<file path="src/design/ffba_ram.sv">
module ffba_ram #(
   parameter int WIDTH = 1,
   parameter int DEPTH = 16
) (
   input  logic                     clock,
   input  logic                     wr_en,
   input  logic [$clog2(DEPTH)-1:0] wr_addr,
   input  logic [WIDTH-1:0]         wr_data,
   input  logic [$clog2(DEPTH)-1:0] rd_addr,
   output logic [WIDTH-1:0]         rd_data
);

   logic [WIDTH-1:0] mem_ff [DEPTH];
   logic [WIDTH-1:0] rd_data_ff;

   always_ff @(posedge clock) begin
      if (wr_en) begin
         mem_ff[wr_addr] <= wr_data;
      end
      rd_data_ff <= mem_ff[rd_addr];
   end

   assign rd_data = rd_data_ff;

endmodule

</file>
<file path="config.mk">
export PLATFORM = sky130hd
export DESIGN_NAME = ffba_ram
export DESIGN_NICKNAME = d
export VERILOG_FILES = /design/src/design/ffba_ram.sv
export SDC_FILE = /design/constraint.sdc
export NUM_CORES = 1
export LEC_CHECK = 0
export BUFFER_PORTS_ARGS = -buffer_cell sky130_fd_sc_hd__buf_2
export CAP_MARGIN = 20
export CORE_AREA = 3 3 41 43
export CTS_CLUSTER_DIAMETER = 30
export DETAILED_ROUTE_END_ITERATION = 8
export DIE_AREA = 0 0 44 46
export MAX_ROUTING_LAYER = met4
export PLACE_DENSITY = 0.84
export SLEW_MARGIN = 5
export SYNTH_ARGS = -nofsm -noshare
export SYNTH_HDL_FRONTEND = slang
export SYNTH_SLANG_ARGS = --single-unit
</file>
<file path="constraint.sdc">
create_clock -name clock -period 2.3 [get_ports clock]
set_input_delay 0.46 -clock clock [delete_from_list [all_inputs] [get_ports clock]]
set_output_delay 0.46 -clock clock [all_outputs]
set_load 0.03 [all_outputs]
</file>
## Word-level counts from Yosys, hierarchy flattened

Memory sizes are Yosys's and may differ from the RTL's. A register that Yosys moved wholly into a read port is not among the register bits.
Index checks and enable logic that the tools add are counted.
W data, S select, Z words.

- Register bits after elaboration: 0
- Bits in writable memories: 16
- Bits of input ports: 11
- Output and inout port bits: 1
- Word-level logic and storage cells: 3
- Memories kept: 1

- Muxes and demuxes: 2

Memory list:

| memory | depth | bits a word | read ports | clocked after Yosys merged registers in | write ports | RTL line | RTL |
|---|---|---|---|---|---|---|---|
| mem_ff | 16 | 1 | 1 | 1 | 1 | 13 | `logic [WIDTH-1:0] mem_ff [DEPTH];` |

Operator list:

| kind | number |
|---|---|
| $mux W1 | 2 |

## Depth between registers and ports, before layout

Gate-level depths: netlist of the first run.

- Depth in word-level cells: 2
- Gate-level depth with buffers: 3
- Gate-level depth less buffers: 3

## Worst setup path before layout of the first run

OpenSTA, ideal clock, no wires.

- Path kind: input-to-reg
- Start point: in wr_addr[2]
- End point: mem mem_ff[0], enable pin
- Setup time: 312 ps
- Arrival time: 1097 ps
- Data required time: 1988 ps
- Slack: 890 ps
- Stages: 2
- Buffers on the path: 0
- Cells stage by stage: or3b_2 nor3_1

RTL lines:

| item | RTL line | RTL |
|---|---|---|
| start: declaration | 7 | `input logic [$clog2(DEPTH)-1:0] wr_addr,` |
| end: declaration | 13 |  |

Straight into the memory's write port.

## Final worst setup path of the first run

- Start point: in wr_addr[2]
- End point: mem mem_ff[0], enable pin

Straight into the memory's write port.

==> metrics.cfg, run 1 <==
[global_route]
grt_pass1_wl_mm = 1.90
antenna_found_initial = 0
overflow = 0
grt_usage_pct = 13.5
grt_pass1_vias = 468
grt_max_degree = 17

[finish]
antenna_cells = 0
fillers = 114
multi_input_area_um2 = 245
seq_area_um2 = 500
finalNetCount = 74
drive_above_1_share_pct = 24.2
syn2layout_area_growth_pct = 13.4

[logic_synthesis]
synth-edff-count = 16
synth_most_common_cell = edfxtp_1
async_reset_ff_share_pct = 0
yosys-top-cells-area = edfxtp_1 (64%), mux4_1 (14%), nor2_1 (6.0%)
synth_warnings = 0
synthDominantCellAreaShare_pct = 64.4
synth_cells = 47
synthTopCellsByCount = edfxtp_1 (16), nor2_1 (12), mux4_1 (4), nor3_1 (4), mux2i_1 (3)
netlist_area_um2 = 746
synth-simple-area-share_pct = 14.8
yosys.area.top_type = edfxtp_1
synth_compound_area_share_pct = 0
yosysUniqueCellTypes = 11
avgSynthCellArea_um2 = 15.9
synth_top_family_by_area = multiplexers
synth_xor_area_share_pct = 0
synth_adder_area_share_pct = 0
yosysSeqAreaShare_pct = 67.1
syn-num-nets = 58
synth_flop_cell = edfxtp_1
synthMuxAreaShare_pct = 18.1
yosys_register_bits = 17

[clocking]
numClockSinks = 17
cts_setup_buffers = 0
cts-buffers-inserted = 3
root_buffer = clkbuf_4
cts_resized = 0
cts_buffer_depth = 2
cts_tree = done
clkTransAtPathRegs_ns = 0.09
hold_buffers = 0
htree_levels = 1
clk_latency_ns = 0.27

[die]
fp.coreArea_um2 = 1330
ioPinCount = 12
dieWidth_um = 44
fp.dieH_um = 46
die-area_um2 = 2020
start_util_pct = 55.9
rows = 13

[outcome]
status = finished, final reports clean

[timing]
report.final.slew_viol_count = 0
finalHoldViolCount = 0
fin_skew_ns = 0.00149
period_share_pct = 56.3
tightest_slew_ns = 0.218
tns_ns = 0
setup_viol = 0
holdWs_ns = 0.374
rsz0062_at_grt = false
relSlewSlack_pct = 85.5
fmax_ghz = 0.772
period_minus_slack_ns = 1.30
fin_ws_ns = 1.00

[drt]
first_iter_violations = 5
route.detailed.drc = 0
wl_mm = 1.08
drtAntennaViolNets = 0
dr.pass1.iters = 2
routed_via_density = 5.73
drt-wirelength-per-cell_um = 14.1
num_vias = 441

[critical_path]
end_kind = flip-flop
cp.required_ns = 2.28
arrival_ns = 1.27
start_kind = input pin
setup.worst_path.class = input pin to flip-flop
critPathMaxFanout = 4

[job]
cap_violations = 0

[power_and_ir_drop]
leakage_nw = 0.303
power_density_nw_per_um2 = 643
ir_worst_vdd_mv = 0.415

[place]
post-place-ws_ns = 0.701
place_hpwl_um = 847
place_congestion = 0.719
io_buffers = 11

[min_path]
hold_path.class = input pin to flip-flop

[cell type report]
| cell class | count | area share, % |
|---|---|---|
| tap | 15 | 2.22 |
| sequential | 17 | 59.2 |
| timing repair buffer | 11 | 6.51 |
| multi-input combinational | 30 | 29.0 |
| clock buffer | 4 | 3.11 |
[report_power, final]
part	switching (W)	internal [W]	total [W]
combinational	0.0000278	0.0000214	0.0000492
clock	0.0000800	0.0000671	0.000147
sequential	0.00000157	0.000346	0.000347
[worst paths after layout]
| path | slack, ns | cells after the start | startpoint | endpoint |
|---|---|---|---|---|
| hold / removal | 0.37 | 2 | rd_addr[2] | rd_data |
| hold reg to reg | 0.73 | 3 | mem_ff[3] | rd_data |
| setup / recovery | 1.00 | 3 | wr_addr[2] | mem_ff[0] |
| setup reg to reg | 1.05 | 3 | mem_ff[12] | rd_data |
[critical path, cell delays in order]
cell	delay [ns]
buf_2	0.11
or3b_2	0.51
nor3_1	0.19
[logic make-up (layout without fill, tap and decap cells)]
family                 count (synthesis)  after routing
AND/OR/NAND/NOR                       23             23
flip-flops                            17             17
multiplexers                           7              7
buffers and inverters                  0             15
[cell usage in the layout (no fill, tap or decap)]
cell type	Yosys	layout
buf_2	0	11
clkbuf_1	0	1
clkbuf_4	0	3
dfxtp_1	1	1
edfxtp_1	16	16
mux2i_1	3	3
mux4_1	4	4
nand2_1	1	1
nand2b_1	2	2
nand3_1	1	1
nand3b_1	2	2
nor2_1	12	12
nor3_1	4	4
or3b_2	1	1
[flip-flops by register name (all words and copies together) (netlist names)]
signal   cells
rd_data      1
mem_ff      16
[per-stage QoR]
step / power, W / cells / utilization [%] / instance area [µm²]
6_report: 0.000544 / 77 / 63.4 / 846
5_1_grt: 0.000567 / 77 / 63.4 / 846
4_1_cts: 0.000546 / 77 / 63.4 / 846
3_5_place_dp: 0.000404 / 73 / 61.4 / 820
3_3_place_gp: 0.000402 / 73 / 61.4 / 820
2_1_floorplan: 0.000380 / 47 / - / 746
[per-layer routing]
metal	up-vias	global-route usage (%)	share of wire (%)
met5	-	-	0
met3	2	2.37	6.1
met4	0	3.61	0.83
met2	12	25.0	51
met1	210	14.8	42
li1	217	-	-
(Power assumes the default switching activity.)
==> run 2: changes to the inputs <==
Settings changed: CORE_AREA 3 3 41 43 to 3 3 41 46, DIE_AREA 0 0 44 46 to 0 0 44 49, PLACE_DENSITY 0.84 to 0.79.
Clock period 2.3 ns to 1.2 ns, I/O delays scaled along.
==> metrics.cfg, run 2 (synthesis gave the netlist of run 1 again) <==
[outcome]
status = finished, final reports clean

[critical_path]
cp-startpoint = mem_ff[4]
start_kind = flip-flop
setup.worst_path.class = flip-flop to flip-flop
critPathMaxFanout = 1
arrival_ns = 1.37
timing.rr.start = mem_ff[4]
cp.required_ns = 1.38
end_kind = flip-flop

[die]
fp.dieH_um = 49
ioPinCount = 12
fp.coreArea_um2 = 1440
rows = 14
die-area_um2 = 2160
start_util_pct = 51.9
dieWidth_um = 44

[drt]
drt-wirelength-per-cell_um = 14.3
num_vias = 453
route.detailed.drc = 0
routed_via_density = 5.59
first_iter_violations = 15
drtAntennaViolNets = 0
dr.pass1.iters = 4
wl_mm = 1.16

[global_route]
grt_usage_pct = 12.9
met1_usage_pct = 15.7
grt_max_degree = 17
grt.busiest_layer = met2
grtUsageMet2_pct = 20.4
grt_pass1_wl_mm = 1.98
antenna_found_initial = 0
grt_pass1_vias = 468
grtUsageMet3_pct = 2.21
overflow = 0

[power_and_ir_drop]
leakage_nw = 0.301
total_power_w = 0.00107
power_density_nw_per_um2 = 1250
ir_worst_vdd_mv = 0.841

[finish]
drive_above_1_share_pct = 33.8
finalNetCount = 77
antenna_cells = 0
syn2layout_area_growth_pct = 14.6
fillers = 121
post-route-util_pct = 59.5
largest_reg_flops = 16
final_common_cell = edfxtp_1
top_register = mem_ff
final_cell_mix = edfxtp_1 (16), nor2_1 (12), buf_2 (11), nor3_1 (4), mux4_2 (4)

[timing]
fmax_ghz = 0.845
setup_viol = 0
tns_ns = 0
finalHoldViolCount = 0
tightest_slew_ns = 0.224
period_minus_slack_ns = 1.18
fin_ws_ns = 0.0172
rsz0062_at_grt = true
relSlewSlack_pct = 85.1
period_share_pct = 98.6
report.final.slew_viol_count = 0
fin_skew_ns = 0.00375

[clocking]
cts_buffer_depth = 2
cts_tree = done
clkTransAtPathRegs_ns = 0.09
clk_latency_ns = 0.29
cts_setup_buffers = 0
root_buffer = clkbuf_4
cts_resized = 3
cts-buffers-inserted = 3
htree_levels = 1
numClockSinks = 17
hold_buffers = 0

[job]
cap_violations = 0

[place]
place_congestion = 0.724
place_hpwl_um = 873
io_buffers = 11
post-place-ws_ns = -0.154

[min_path]
worstHoldStart = rd_addr[2]
hold_path.class = input pin to flip-flop

## run 2: cell count changes in the layout (fill, tap and decap cells not counted)
cell and change:
mux4_1 -4, mux4_2 +4, buf_4 +3
## run 2: routing by layer
metal / vias to the layer above / wire length [µm]
met4: 0 / 24
met1: 214 / 485
met3: 4 / 69
met2: 15 / 575
li1: 220 / -
met5: - / 0
## run 2: area by class of cell
| class | instances | area (µm²) | area share (%) |
|---|---|---|---|
| flip-flops and latches | 17 | 500 | 58.6 |
| multi-input cells | 30 | 230 | 26.9 |
| repair buffers | 14 | 77.6 | 9.08 |
| clock buffers | 4 | 26.3 | 3.07 |
| well taps | 16 | 20.0 | 2.34 |
## run 2: final timing paths
check                 end  slack (ns)  cells past startpoint
setup / recovery  rd_data        0.02                      3
hold / removal    rd_data        0.14                      2
setup reg to reg  rd_data        0.02                      3
hold reg to reg   rd_data        0.76                      3
## run 2: metrics by stage
stage / std cells / hold slack [ns] / area, µm²
floorplan: 47 / 0.339 / 746
global placement: 77 / 0.442 / 843
detailed placement: 77 / 0.448 / 843
CTS: 81 / 0.142 / 858
global route: 81 / 0.141 / 855
finish: 81 / 0.141 / 855
## run 2: where the power goes
part	internal [W]	total (W)	leakage, nW	switching (W)
Combinational	0.0000485	0.000105	0.133	0.0000562
Clock	0.000129	0.000295	0.0150	0.000166
Sequential	0.000663	0.000666	0.153	0.00000354
## run 2: critical path: stages (launching register included)
cell      delay (ns)
edfxtp_1        0.40
mux4_2          0.47
mux2i_1         0.13
mux2i_1         0.08
==> run 3: changes to the inputs <==
Settings changed: CELL_PAD_IN_SITES_DETAIL_PLACEMENT set to 1, CELL_PAD_IN_SITES_GLOBAL_PLACEMENT set to 1, CORE_AREA 3 3 41 46 to 3 3 44 50, DIE_AREA 0 0 44 49 to 0 0 47 53.
==> metrics.cfg, run 3 (synthesis gave the netlist of run 1 again) <==
[critical_path]
timing.rr.start = mem_ff[12]
reg2reg_to = rd_data
cp.required_ns = 1.39
setup.worst_path.class = flip-flop to flip-flop
ff2ff_path_depth = 3
end_kind = flip-flop
arrival_ns = 1.37
critPathMaxFanout = 1
rrSetupSlack_ns = 0.01
start_kind = flip-flop

[clocking]
cts_tree = done
htree_levels = 1
hold_buffers = 0
numClockSinks = 17
clkTransAtPathRegs_ns = 0.09
cts-buffers-inserted = 3
root_buffer = clkbuf_4
clk_latency_ns = 0.29
cts_buffer_depth = 2

[drt]
route.detailed.drc = 0
drt-wirelength-per-cell_um = 15.7
num_vias = 458
drtAntennaViolNets = 0
dr.pass1.iters = 4
routed_via_density = 5.52
wl_mm = 1.30
first_iter_violations = 9

[place]
place_hpwl_mm = 1.03
place_congestion = 0.760
io_buffers = 11
post-place-ws_ns = -0.179

[power_and_ir_drop]
power_density_nw_per_um2 = 1240
ir_worst_vdd_mv = 0.721
leakage_nw = 0.305

[timing]
report.final.slew_viol_count = 0
period_minus_slack_ns = 1.19
rsz0062_at_grt = true
relSlewSlack_pct = 84.9
fin_skew_ns = 0.00379
fin_ws_ns = 0.0137
fmax_ghz = 0.843
finalHoldViolCount = 0
period_share_pct = 98.9
tightest_slew_ns = 0.226
setup_viol = 0
holdWs_ns = 0.136

[die]
ioPinCount = 12
dieWidth_um = 47
fp.coreArea_um2 = 1760
rows = 16
die-area_um2 = 2490
fp.dieH_um = 53
start_util_pct = 42.3

[global_route]
grt_pass1_wl_mm = 2.20
overflow = 0
grt.busiest_layer = met2
grt_usage_pct = 13.7
grt_max_degree = 17
antenna_found_initial = 0
grtUsageMet2_pct = 20.8
grt_pass1_vias = 500
grtUsageMet3_pct = 3.06
met1_usage_pct = 15.6

[finish]
final_common_cell = edfxtp_1
antenna_cells = 0
fillers = 193
finalNetCount = 77
drive_above_1_share_pct = 32.3
top_register = mem_ff
syn2layout_area_growth_pct = 15.4
final_cell_mix = edfxtp_1 (16), nor2_1 (12), buf_2 (11), nor3_1 (4)
largest_reg_flops = 16

[min_path]
worst_hold_path.endpoint = rd_data
holdPathStages = 2
worstHoldStart = rd_addr[2]
hold_path.class = input pin to flip-flop

[job]
cap_violations = 0

[outcome]
status = finished, final reports clean

run 3: through the flow:
step	setup TNS [ns]	util (%)	area (µm²)	total power, W	cells
final	0	48.9	861	0.00107	83
after global routing	-0.0451	48.9	861	0.00112	83
after CTS	-0.00642	48.9	861	0.00108	83
after detailed placement	-0.581	48.0	846	0.000785	79
after floorplan	0	-	746	0.000728	47
after global placement	-0.426	48.0	846	0.000780	79
run 3: cell type report:
type	instances	area (µm²)	share of cell area, %
clock buffer	4	26.3	3.05
multi-input combinational	30	234	27.2
timing repair buffer	14	77.6	9.01
sequential	17	500	58.1
tap	18	22.5	2.62
run 3: how the worst max path moves through the flow:
| stage | start | end | slack, ns | depth (start not counted) |
|---|---|---|---|---|
| after floorplan | wr_addr[2] | mem_ff[0] | 0.01 | 2 |
| after global placement | wr_addr[2] | mem_ff[0] | -0.11 | 3 |
| after detailed placement | wr_addr[2] | mem_ff[0] | -0.18 | 3 |
| after CTS | mem_ff[12] | rd_data | -0.006 | 3 |
| after global routing | mem_ff[11] | rd_data | -0.05 | 3 |
| final | mem_ff[12] | rd_data | 0.01 | 3 |
run 3: where the power goes:
group          leakage [nW]  switching [W]  internal, W  total (W)
Combinational         0.137      0.0000562    0.0000481   0.000104
Sequential            0.153     0.00000343     0.000663   0.000666
Clock                0.0150       0.000172     0.000129   0.000301
run 3: critical path, cell delays in order, from the launching register on:
cell	delay [ns]
edfxtp_1	0.40
mux4_2	0.46
mux2i_1	0.15
mux2i_1	0.08
run 3: metal layers:
metal  vias up  share of wire, %
li1        220                 -
met1       219                40
met2        14                52
met3         5               4.0
met4         0               3.7
met5         -                 0
run 3: what timing repair did:
item,CTS,global route
setup buffers,0,0
resized for setup,3,0
endpoints found under the setup margin,1,1
gates cloned,0,0
pin swaps,0,0
hold endpoints to repair,0,0
